<file path="src/rtl/sha256_byte_stream_hash_core_defines.svh">
// Assertion helpers for the SHA-256 byte stream core.
// Both macros expect signals named clk and rst at the place of use.
`ifndef SHA256_BYTE_STREAM_HASH_CORE_DEFINES_SVH
`define SHA256_BYTE_STREAM_HASH_CORE_DEFINES_SVH

// Same-cycle implication.
`define SHA256BSH_ASSERT_NOW(label, pre, post, msg) \
  label: assert property (@(posedge clk) disable iff (rst) (pre) |-> (post)) else $error(msg);

// Next-cycle implication.
`define SHA256BSH_ASSERT_NEXT(label, pre, post, msg) \
  label: assert property (@(posedge clk) disable iff (rst) (pre) |=> (post)) else $error(msg);

`endif

</file>
<file path="src/rtl/sha256bsh_pkg.sv">
package sha256bsh_pkg;

  // Eight 32-bit working or chaining words, index 0 is a / h0.
  typedef logic [7:0][31:0] work_t;

  localparam work_t INIT_HASH = {
    32'h5BE0CD19, 32'h1F83D9AB, 32'h9B05688C, 32'h510E527F,
    32'hA54FF53A, 32'h3C6EF372, 32'hBB67AE85, 32'h6A09E667
  };

  localparam logic [31:0] ROUND_K [64] = '{
    32'h428a2f98, 32'h71374491, 32'hb5c0fbcf, 32'he9b5dba5, 32'h3956c25b,
    32'h59f111f1, 32'h923f82a4, 32'hab1c5ed5, 32'hd807aa98, 32'h12835b01,
    32'h243185be, 32'h550c7dc3, 32'h72be5d74, 32'h80deb1fe, 32'h9bdc06a7,
    32'hc19bf174, 32'he49b69c1, 32'hefbe4786, 32'h0fc19dc6, 32'h240ca1cc,
    32'h2de92c6f, 32'h4a7484aa, 32'h5cb0a9dc, 32'h76f988da, 32'h983e5152,
    32'ha831c66d, 32'hb00327c8, 32'hbf597fc7, 32'hc6e00bf3, 32'hd5a79147,
    32'h06ca6351, 32'h14292967, 32'h27b70a85, 32'h2e1b2138, 32'h4d2c6dfc,
    32'h53380d13, 32'h650a7354, 32'h766a0abb, 32'h81c2c92e, 32'h92722c85,
    32'ha2bfe8a1, 32'ha81a664b, 32'hc24b8b70, 32'hc76c51a3, 32'hd192e819,
    32'hd6990624, 32'hf40e3585, 32'h106aa070, 32'h19a4c116, 32'h1e376c08,
    32'h2748774c, 32'h34b0bcb5, 32'h391c0cb3, 32'h4ed8aa4a, 32'h5b9cca4f,
    32'h682e6ff3, 32'h748f82ee, 32'h78a5636f, 32'h84c87814, 32'h8cc70208,
    32'h90befffa, 32'ha4506ceb, 32'hbef9a3f7, 32'hc67178f2
  };

  localparam logic [7:0] PAD_MARK = 8'h80;
  // Fill level at which the 64-bit length field starts.
  localparam logic [5:0] LEN_POS = 6'd56;
  localparam logic [5:0] LAST_BYTE = 6'd63;

endpackage

</file>
<file path="src/rtl/sha256bsh_round.sv">
// One SHA-256 round plus one message schedule step.
module sha256bsh_round (
  input  sha256bsh_pkg::work_t vars,
  input  logic [511:0]         window,
  input  logic [5:0]           rnd,
  output sha256bsh_pkg::work_t vars_next,
  output logic [511:0]         window_next
);

  function automatic logic [31:0] big_sigma0(input logic [31:0] x);
    big_sigma0 = {x[1:0], x[31:2]} ^ {x[12:0], x[31:13]} ^ {x[21:0], x[31:22]};
  endfunction

  function automatic logic [31:0] big_sigma1(input logic [31:0] x);
    big_sigma1 = {x[5:0], x[31:6]} ^ {x[10:0], x[31:11]} ^ {x[24:0], x[31:25]};
  endfunction

  function automatic logic [31:0] small_sigma0(input logic [31:0] x);
    small_sigma0 = {x[6:0], x[31:7]} ^ {x[17:0], x[31:18]} ^ {3'b000, x[31:3]};
  endfunction

  function automatic logic [31:0] small_sigma1(input logic [31:0] x);
    small_sigma1 = {x[16:0], x[31:17]} ^ {x[18:0], x[31:19]} ^ {10'd0, x[31:10]};
  endfunction

  logic [31:0] w_t, w_1, w_9, w_14, w_new;
  logic [31:0] ch, maj, t1, t2;

  // Window holds w[t] .. w[t+15], oldest word at the top.
  assign w_t  = window[511:480];
  assign w_1  = window[479:448];
  assign w_9  = window[223:192];
  assign w_14 = window[63:32];
  assign w_new = small_sigma1(w_14) + w_9 + small_sigma0(w_1) + w_t;
  assign window_next = {window[479:0], w_new};

  assign ch  = (vars[4] & vars[5]) ^ (~vars[4] & vars[6]);
  assign maj = (vars[0] & vars[1]) ^ (vars[0] & vars[2]) ^ (vars[1] & vars[2]);
  assign t1  = vars[7] + big_sigma1(vars[4]) + ch + sha256bsh_pkg::ROUND_K[rnd] + w_t;
  assign t2  = big_sigma0(vars[0]) + maj;

  assign vars_next = {vars[6], vars[5], vars[4], vars[3] + t1,
                      vars[2], vars[1], vars[0], t1 + t2};

endmodule

</file>
<file path="src/rtl/sha256_byte_stream_hash_core.sv">
// SHA-256 over a byte stream. Send opcode 0 words to absorb one message byte each, then an
// opcode 1 word to finish: the core pads the message, runs the last one or two blocks and
// returns the digest as eight 32-bit words, h0 first, with last_word set on the eighth; it
// then starts a fresh message on its own. An absorb word just shifts its byte into the block
// buffer, except the 64th byte of a block, which also runs the compression: 64 rounds on
// the single shared round unit (one round per cycle) plus a feed-forward step. A finish
// word adds padding at one byte per cycle up to the length field, then the eight length
// bytes, one or two compressions and eight output words. item_stall is high for the whole
// time a word is being worked on. The message bit length wraps modulo 2^64.
`include "sha256_byte_stream_hash_core_defines.svh"

module sha256_byte_stream_hash_core (
  input  logic        clk,
  input  logic        rst,
  input  logic        item_valid,
  output logic        item_stall,
  input  logic        opcode,
  input  logic [7:0]  data_byte,
  output logic        result_valid,
  input  logic        result_stall,
  output logic [31:0] digest_word,
  output logic [2:0]  word_index,
  output logic        last_word
);

  // Sequencer states.
  localparam logic [2:0] ST_IDLE  = 3'd0;  // take absorb or finish words
  localparam logic [2:0] ST_PAD   = 3'd1;  // shift in zero pad bytes
  localparam logic [2:0] ST_LEN   = 3'd2;  // shift in the bit length, high byte first
  localparam logic [2:0] ST_ROUND = 3'd3;  // 64 rounds on the shared round unit
  localparam logic [2:0] ST_FINAL = 3'd4;  // add working words into the chaining value
  localparam logic [2:0] ST_EMIT  = 3'd5;  // hand out the eight digest words

  localparam logic OP_ABSORB = 1'b0;

  logic [2:0]  state, state_next;
  logic [5:0]  fill, fill_next;
  logic [63:0] byte_count, byte_count_next;
  logic [5:0]  rnd;
  logic [2:0]  eidx;
  logic        finishing, finishing_next;
  logic        len_done, len_done_next;

  sha256bsh_pkg::work_t hash;
  sha256bsh_pkg::work_t vars;
  sha256bsh_pkg::work_t vars_round;

  // Block buffer, doubling as the message schedule window during the rounds.
  logic [511:0] block;
  logic [511:0] block_round;

  logic        shift_en;
  logic [7:0]  shift_byte;
  logic        item_take;
  logic        result_take;

  assign item_stall  = (state != ST_IDLE);
  assign item_take   = item_valid && !item_stall;
  assign result_valid = (state == ST_EMIT);
  assign result_take = result_valid && !result_stall;

  assign digest_word = hash[eidx];
  assign word_index  = eidx;
  assign last_word   = (eidx == 3'd7);

  sha256bsh_round u_round (
    .vars        (vars),
    .window      (block),
    .rnd         (rnd),
    .vars_next   (vars_round),
    .window_next (block_round)
  );

  // Sequencer: pick the next state and the byte shifted into the buffer.
  always_comb begin
    state_next      = state;
    fill_next       = fill;
    byte_count_next = byte_count;
    finishing_next  = finishing;
    len_done_next   = len_done;
    shift_en        = 1'b0;
    shift_byte      = 8'd0;
    unique case (state)
      ST_IDLE: begin
        if (item_take) begin
          shift_en  = 1'b1;
          fill_next = fill + 6'd1;
          if (opcode == OP_ABSORB) begin
            shift_byte      = data_byte;
            byte_count_next = byte_count + 64'd1;
          end else begin
            // Turn the byte count into the bit length and start padding.
            shift_byte      = sha256bsh_pkg::PAD_MARK;
            byte_count_next = {byte_count[60:0], 3'b000};
            finishing_next  = 1'b1;
            len_done_next   = 1'b0;
            state_next      = ST_PAD;
          end
          if (fill == sha256bsh_pkg::LAST_BYTE) begin
            state_next = ST_ROUND;
          end
        end
      end
      ST_PAD: begin
        if (fill == sha256bsh_pkg::LEN_POS) begin
          state_next = ST_LEN;
        end else begin
          shift_en  = 1'b1;
          fill_next = fill + 6'd1;
          if (fill == sha256bsh_pkg::LAST_BYTE) begin
            state_next = ST_ROUND;
          end
        end
      end
      ST_LEN: begin
        shift_en        = 1'b1;
        shift_byte      = byte_count[63:56];
        byte_count_next = {byte_count[55:0], 8'd0};
        fill_next       = fill + 6'd1;
        if (fill == sha256bsh_pkg::LAST_BYTE) begin
          len_done_next = 1'b1;
          state_next    = ST_ROUND;
        end
      end
      ST_ROUND: begin
        if (rnd == 6'd63) begin
          state_next = ST_FINAL;
        end
      end
      ST_FINAL: begin
        if (!finishing) begin
          state_next = ST_IDLE;
        end else if (len_done) begin
          state_next = ST_EMIT;
        end else begin
          state_next = ST_PAD;
        end
      end
      ST_EMIT: begin
        if (result_take && last_word) begin
          // Rearm for the next message.
          byte_count_next = 64'd0;
          finishing_next  = 1'b0;
          len_done_next   = 1'b0;
          state_next      = ST_IDLE;
        end
      end
      default: begin
        state_next = ST_IDLE;
      end
    endcase
  end

  // Control registers.
  always_ff @(posedge clk) begin
    if (rst) begin
      state      <= ST_IDLE;
      fill       <= 6'd0;
      byte_count <= 64'd0;
      finishing  <= 1'b0;
      len_done   <= 1'b0;
      rnd        <= 6'd0;
      eidx       <= 3'd0;
    end else begin
      state      <= state_next;
      fill       <= fill_next;
      byte_count <= byte_count_next;
      finishing  <= finishing_next;
      len_done   <= len_done_next;
      // Hold the round counter at zero outside the rounds.
      if (state == ST_ROUND) begin
        rnd <= rnd + 6'd1;
      end else begin
        rnd <= 6'd0;
      end
      if (state != ST_EMIT) begin
        eidx <= 3'd0;
      end else if (result_take) begin
        eidx <= eidx + 3'd1;
      end
    end
  end

  // Chaining value: feed-forward after each block, reload after the digest leaves.
  always_ff @(posedge clk) begin
    if (rst) begin
      hash <= sha256bsh_pkg::INIT_HASH;
    end else if (state == ST_FINAL) begin
      for (int i = 0; i < 8; i++) begin
        hash[i] <= hash[i] + vars[i];
      end
    end else if (result_take && last_word) begin
      hash <= sha256bsh_pkg::INIT_HASH;
    end
  end

  // Payload: buffer shifts bytes in at the bottom, or words during the rounds.
  always_ff @(posedge clk) begin
    if (state == ST_ROUND) begin
      block <= block_round;
      vars  <= vars_round;
    end else begin
      if (shift_en) begin
        block <= {block[503:0], shift_byte};
      end
      // Keep the working words loaded from the chaining value until the rounds start.
      if (state != ST_FINAL) begin
        vars <= hash;
      end
    end
  end

  `SHA256BSH_ASSERT_NOW(a_emit_empty, state == ST_EMIT, fill == 6'd0 && finishing, "buffer not empty during digest output")
  `SHA256BSH_ASSERT_NEXT(a_round_to_final, state == ST_ROUND && rnd == 6'd63, state == ST_FINAL, "rounds did not end after 64 cycles")
  `SHA256BSH_ASSERT_NEXT(a_full_block, item_take && fill == sha256bsh_pkg::LAST_BYTE, state == ST_ROUND && rnd == 6'd0, "full block did not start compression")
  `SHA256BSH_ASSERT_NEXT(a_rearm, result_take && last_word, state == ST_IDLE && byte_count == 64'd0 && hash == sha256bsh_pkg::INIT_HASH, "core not rearmed after digest")

endmodule

</file>
<file path="config.mk">
export PLATFORM = sky130hd
export DESIGN_NAME = sha256_byte_stream_hash_core
export DESIGN_NICKNAME = d
export VERILOG_FILES = /design/src/rtl/sha256bsh_pkg.sv /design/src/rtl/sha256bsh_round.sv /design/src/rtl/sha256_byte_stream_hash_core.sv
export VERILOG_INCLUDE_DIRS = /design/src /design/src/rtl
export SDC_FILE = /design/constraint.sdc
export NUM_CORES = 2
export LEC_CHECK = 0
export BUFFER_PORTS_ARGS = -buffer_cell sky130_fd_sc_hd__buf_4
export CAP_MARGIN = 20
export CORE_MARGIN = 2
export CORE_UTILIZATION = 29
export DETAILED_ROUTE_END_ITERATION = 12
export PLACE_DENSITY = 0.49
export SETUP_SLACK_MARGIN = 0.05
export SLEW_MARGIN = 20
export SYNTH_ARGS = -nofsm -noshare
export SYNTH_HDL_FRONTEND = slang
export SYNTH_HIERARCHICAL = 1
export SYNTH_SLANG_ARGS = --single-unit
</file>
<file path="constraint.sdc">
create_clock -name clk -period 37.8 [get_ports clk]
set_input_delay 5.67 -clock clk [delete_from_list [all_inputs] [get_ports clk]]
set_output_delay 5.67 -clock clk [all_outputs]
set_load 0.1 [all_outputs]
</file>
Word level (Yosys, flattened, before mapping)
Memory sizes are Yosys's and may differ from the RTL's.
Cells that the tools add are included.
{ "op_classes": {"magnitude_cmp": 2, "n_mux": 41, "eq_ne": 18, "bitwise_logic": 19, "add_sub_neg": 22, "n_reduce_logical": 20} }
{ "ops": {"columns": ["operator", "count"], "rows": [
  ["256-bit 2-to-1 mux", 4],
  ["512-bit 2-to-1 mux", 2],
  ["32-bit adder", 18],
  ["32-bit bitwise XOR", 9],
  ["64-bit 2-to-1 mux", 3],
  ["64-bit one-hot mux with 3 select lines", 1],
  ["32-bit bitwise AND", 5],
  ["32-bit binary-select mux with 3-bit select", 1],
  ["32-bit 2-to-1 mux", 3],
  ["64-bit by 1-bit adder with 64-bit output (second input constant)", 1],
  ["32-bit NOT", 1],
  ["32-bit by 22-bit bitwise XOR with 32-bit output", 1],
  ["32-bit by 29-bit bitwise XOR with 32-bit output", 1],
  ["3-bit 2-to-1 mux", 9],
  ["6-bit equality test (second input constant)", 3],
  ["3-bit one-hot mux with 6 select lines", 1],
  ["6-bit one-hot mux with 3 select lines", 1],
  ["8-bit 2-to-1 mux", 2],
  ["8-bit one-hot mux with 2 select lines", 1],
  ["6-bit by 1-bit adder with 6-bit output (second input constant)", 2],
  ["6-bit 2-to-1 mux", 2],
  ["2-bit inequality test (second input constant)", 5],
  ["3-bit equality test (second input constant)", 3],
  ["3-bit inequality test (second input constant)", 3],
  ["20 further kinds", 40]
]} }
{ "word_totals": {"mem_count": 1, "output_inout_bits": 38, "register_bits": 1108, "inputBits": 13, "romBits": 2048} }
{ "mem_list": {"columns": ["memory", "depth", "word_bits", "rd", "rd_ports_with_merged_regs", "write_ports", "line", "source"], "rows": [
  ["(no name shown)", 64, 32, 1, 0, 0, "sha256bsh_round.sv:39", "assign t1 = vars[7] + big_sigma1(vars[4]) + ch + sha256bsh_pkg::ROUND_K[rnd] + w_t;"]
]} }

Logic depth before layout (Yosys ltp)
{ "logic_depth": {"depth_word": 8, "depth_mapped": 36, "ltp_nobuf": 35} }

Hierarchy
Netlist, hierarchy kept.
{ "by_module_without_submodules": {"columns": ["mod", "area_each_um2", "cells_each", "instances"], "rows": [
  ["sha256_byte_stream_hash_core", 60033.8, 6730, 1],
  ["sha256bsh_round", 21333.0, 2746, 1]
]} }

Least setup slack after synthesis
No wires, ideal clock.
{ "synth_path": {"path_kind": "input port to flip-flop", "startpoint": "input port item_valid", "endpoint": "register block[0], enable pin", "t_arrival_ns": 33.282, "setup_time_ns": 1.696, "cell_stages": 3, "slack_ns": 2.822, "required_time_ns": 36.104, "n_path_buf": 0, "path_cell_list": "or2_2 > nand2b_1 > a31oi_1"} }
{ "synth_via": {"elab_chain_cells": 4} }
{ "synth_rtl": {"columns": ["item", "line", "source"], "rows": [
  ["start, declared", "sha256_byte_stream_hash_core.sv:15", "input logic item_valid,"],
  ["1-bit logical AND", "sha256_byte_stream_hash_core.sv:58", "assign item_take = item_valid && !item_stall;"],
  ["1-bit 2-to-1 mux", "sha256_byte_stream_hash_core.sv:85", "if (item_take) begin"],
  ["1-bit one-hot mux with 3 select lines", "sha256_byte_stream_hash_core.sv:83", "unique case (state)"],
  ["2-bit nonzero test (no line)", null, null],
  ["end signal, assigned", "sha256_byte_stream_hash_core.sv:200", "block <= block_round;"],
  ["end signal, assigned", "sha256_byte_stream_hash_core.sv:204", "block <= {block[503:0], shift_byte};"],
  ["end, declared", "sha256_byte_stream_hash_core.sv:49", "logic [511:0] block;"]
]} }
No other way between the ends.
A chain may end at the register's enable or synchronous reset.

Worst setup path in the final report
{ "layout_path": {"startpoint": "register eidx[0] (netlist: word_index[0])", "endpoint": "output port digest_word[13]"} }
{ "layout_via": {"elab_chain_cells": 2} }
{ "layout_rtl": {"columns": ["item", "line", "source"], "rows": [
  ["start, declared", "sha256_byte_stream_hash_core.sv:40", "logic [2:0] eidx;"],
  ["start signal, assigned", "sha256_byte_stream_hash_core.sv:179", "eidx <= eidx + 3'd1;"],
  ["32-bit binary-select mux with 3-bit select", "sha256_byte_stream_hash_core.sv:62", "assign digest_word = hash[eidx];"],
  ["32-bit 2-to-1 mux (implied by the code)", "sha256_byte_stream_hash_core.sv:62", null],
  ["end, declared", "sha256_byte_stream_hash_core.sv:21", "output logic [31:0] digest_word,"]
]} }
No other way between the ends. The select of a mux whose other input is x is not followed.

==> impl_summary.md <==
Worst setup path
The kind of start point of the critical path is a flip-flop. STA puts the critical path data required time at 32.13 ns. In this design, the stage delay of the slowest critical-path cell is 0.74 ns. The cell with the biggest individual delay on the critical path is dfxtp_4.

In this design, the critical path's most frequently occurring cell is buf_4. The worst setup path is of the reg -> out kind. The peak fanout along the critical path is 36. Walking the worst path, the cells encountered are buf_4 -> mux4_2 -> mux2_2 -> buf_4.

At the worst endpoint, the arrival time is 3.70 ns. The critical register-to-register path startpoint is rnd[1]$_SDFF_PP0_. The endpoint class of the critical path is a primary output. In this run the worst setup path begins at word_index[0]$_SDFFE_PP0P_.

Global routing
Global routing used 18.5% of the available tracks across all layers. Global routing consumed, on the met3 layer, 2.51% of the routing resources. Entering global routing, the biggest net connects 186 pins. The initial antenna violation count was 3.

Global routing used 29.5% of the available met2 tracks. The busiest metal layer after global routing is met2. The first global-routing pass estimated 406 mm of wire. The number of global-route vias before repair was 61600. For this run the aggregate overflow at the end of global routing stands at 0. For met1 alone, demand over resource in global routing was 25.9%.

Routing
The count of nets left with antenna violations once routing finished came out at 0. The first routing iteration left 5899 violations. The final route contains 63700 vias.

The overall routed net length is 272 mm. The routed length per instance is 21.7 um. After detailed routing, the number of remaining DRC violations is 0. The via density per instance is 5.09. The length of the first detailed-routing pass in iterations is 9.

Logic synthesis
The synthesized design contains 1108 register bits. Sequential elements use 36.7% of the synthesized area. The mean instance size in the synthesized netlist is 8.59 sq um. Counting flops with an async set or reset pin after synthesis yields a share of 0%. The number of warnings issued by yosys is 6. The count of flip-flops with a built-in enable after synthesis is 768. The synthesized netlist cell count is 9476. The synthesized net count is 10100. In this run, distinct cell masters in the synthesized netlist total 97. In this run the cell area of the synthesized design comes to 0.0814 sq mm. For this run, the leading register cell type out of synthesis is edfxtp_1.

Floorplanning
The number of top-level pins is 51. The die width is 534 um. The total die area is 0.285 sq mm. Row generation in the floorplan step produced 194 rows.

The y dimension of the die is 534 um. For this configuration, the core starts out at a cell density of 29.1%. The area of the core region is 0.279 sq mm.

Place
Routability-driven placement finished with a final weighted congestion of 0.933. The instance area after placement is 0.0805 sq mm. The pre-CTS setup slack is 27.91 ns. The count of input and output buffers is 50. The number of cells after detailed placement is 12200. The post-DP HPWL is 197 mm.

Timing
The remaining max-slew budget at the tightest pin is 16.7%. The least setup slack across all paths after layout is 28.43 ns. Setup repair after global routing left no endpoint under its margin. The count of final max-slew check failures was 0.

The upper clock frequency limit is 107 MHz. The worst path needs 9.37 ns of the cycle, external delays included. Dividing the final minimum period by the clock period gives 24.8%. The transition time at the pin with the least slew margin is 1.24 ns. The final hold violation count is 0. On the final layout, the worst clock skew is 0.0871 ns. The setup total negative slack is 0 ns. The count of final setup violators is 0.

Power and ir drop
In this run the static leakage power is 0.0349 uW. Power spread over the standard cell area amounts to 49.8 mW/mm^2. The peak supply drop is 0.0000291 V.

Layout
The ratio of cells with drive above 1 in the final layout is 6.21%. At the end of the flow, the number of nets in the layout was 9271. For this run, the number of standard cells in the final layout without fillers is 12500. The final standard cell utilization of the core is 30.5%.

From synthesis to final layout, the design area changed by 4.73%. The design area is 0.0852 sq mm.

Clock tree
The clock insertion delay at the later pin of the skew report is 0.84 ns. The maximum buffer depth of the clock tree is 4. The number of buffers added to fix hold violations after cts is 0.

The number of setup buffers added after CTS is 0. The clock tree from TritonCTS is built. The number of levels in the clock H-tree is 4.

The number of clock buffers added by TritonCTS is 153. The clock drives 1108 sinks. The cell at the root of the clock tree is clkbuf_16. The clock-pin slew on the worst setup and hold paths is 0.06 ns. Once the clock tree was built, the resizer swapped 0 gates to a different size.

Run status
The flow ran to the end, and the final reports show no timing, DRC or antenna violations.

Min path
The startpoint identified for the worst hold timing path is finishing$_SDFFE_PP0P_. The tightest min-delay check is of the reg -> reg type.

Flow run
The number of max-cap violations is 0.
-- routing by layer --
metal	vias up	wire length (um)
li1	30200	-
met1	31200	125000
met4	4	8550
met2	1894	122000
met5	-	17
met3	392	15600
-- synthesized netlist by cell type (all sizes together), types with 17 or more instances --
| library cell | instances | area share [%] |
|---|---|---|
| a211oi | 53 | 0.50 |
| a21o | 195 | 1.8 |
| a21oi | 520 | 3.2 |
| a221oi | 51 | 0.56 |
| a22oi | 34 | 0.31 |
| a311oi | 20 | 0.22 |
| a31oi | 64 | 0.51 |
| and2 | 25 | 0.19 |
| and3 | 50 | 0.39 |
| buf | 718 | 6.4 |
| clkbuf | 377 | 1.7 |
| dfxtp | 340 | 8.4 |
| edfxtp | 768 | 28 |
| fa | 195 | 4.8 |
| ha | 396 | 6.1 |
| inv | 406 | 1.9 |
| maj3 | 22 | 0.27 |
| mux2 | 64 | 0.89 |
| mux2i | 19 | 0.23 |
| mux4 | 69 | 1.9 |
| nand2 | 2697 | 12 |
| nand2b | 78 | 0.61 |
| nand3 | 129 | 0.79 |
| nand4 | 42 | 0.33 |
| nor2 | 447 | 2.1 |
| nor2b | 55 | 0.42 |
| nor3 | 145 | 0.89 |
| o211ai | 45 | 0.43 |
| o21a | 45 | 0.42 |
| o21ai | 404 | 2.5 |
| o21bai | 37 | 0.35 |
| o22ai | 35 | 0.27 |
| o311ai | 22 | 0.24 |
| o31ai | 35 | 0.32 |
| or2 | 23 | 0.18 |
| or3 | 17 | 0.13 |
| xnor2 | 398 | 4.3 |
| xor2 | 209 | 2.2 |
-- critical path: cells and delay by family (launching register included) --
family                 cells  cell delay, ns
muxes                      2            1.09
buffers and inverters      2            0.96
DFF                        1            0.74
-- flip-flops by register name, summed over array words and instances (netlist names) --
signal / flops
rnd: 6
byte_count: 64
hash: 256
word_index: 3
finishing: 1
fill: 6
vars: 256
block: 512
state: 3
len_done: 1
-- layout make-up --
type                    count  area, sq um
inverters                 408         1540
well taps                3724         4660
flip-flops and latches   1108        29900
fillers                 29500       194000
clock inverters            55          469
clock buffers             207         4180
multi-input cells        6865        43400
diodes                      3         7.51
repair buffers            131         1060
-- per-stage QoR --
stage	total power (uW)	hold WS (ns)
finish	4250	0.499
CTS	4270	0.499
floorplan	2590	0.455
global placement	2850	0.471
global route	4480	0.524
detailed placement	2850	0.488
-- cell usage in the layout, fill, tap and decap left out, types with 21 or more instances in the layout --
| cell | n |
|---|---|
| clkbuf_1 | 40 |
| fa_1 | 195 |
| and2_1 | 22 |
| clkbuf_16 | 154 |
| a31oi_1 | 62 |
| a22oi_1 | 34 |
| a21oi_1 | 518 |
| or2_2 | 21 |
| inv_1 | 405 |
| o21a_1 | 45 |
| xnor2_1 | 397 |
| nand4_1 | 41 |
| dfxtp_1 | 333 |
| nand3_1 | 129 |
| a221oi_1 | 50 |
| edfxtp_1 | 768 |
| ha_1 | 396 |
| o21ai_0 | 391 |
| nand2b_1 | 77 |
| nor2b_1 | 55 |
| o31ai_1 | 34 |
| o22ai_1 | 35 |
| maj3_1 | 22 |
| nand2_1 | 2695 |
| o311ai_0 | 22 |
| xor2_1 | 209 |
| buf_4 | 124 |
| o21bai_1 | 36 |
| o211ai_1 | 44 |
| nor3_1 | 145 |
| mux2_2 | 64 |
| clkinv_2 | 21 |
| nor2_1 | 440 |
| and3_1 | 49 |
| a211oi_1 | 51 |
| mux4_2 | 69 |
| a21o_1 | 195 |
-- power by group --
part / switching [uW] / total (uW) / internal (uW)
Combinational: 849 / 1410 / 565
Sequential: 66.1 / 1440 / 1380
Clock: 569 / 1390 / 819
-- worst paths after layout --
kind,to,slack (ns),cells after the start
worst min register to register,finishing$_SDFFE_PP0P_,0.50,2
worst min-delay path,finishing$_SDFFE_PP0P_,0.50,2
worst max register to register,vars[31]$_DFFE_PP_,28.51,31
worst max-delay path,digest_word[13],28.43,4
-- logic make-up (layout without fill, tap and decap cells) --
logic type      count (synthesis)  count (layout)  synth area share, %
buf+inv                      1503             801                 10.0
other cells                     0               3                    0
fa+ha+maj                     613             613                 11.2
simple gates                 3774            3774                 19.1
flops                        1108            1108                 36.7
xor+xnor                      607             607                 6.54
mux                           152             152                 3.03
compound gates               1719            1719                 13.4
Note: power is estimated with default switching activity, not from simulation.
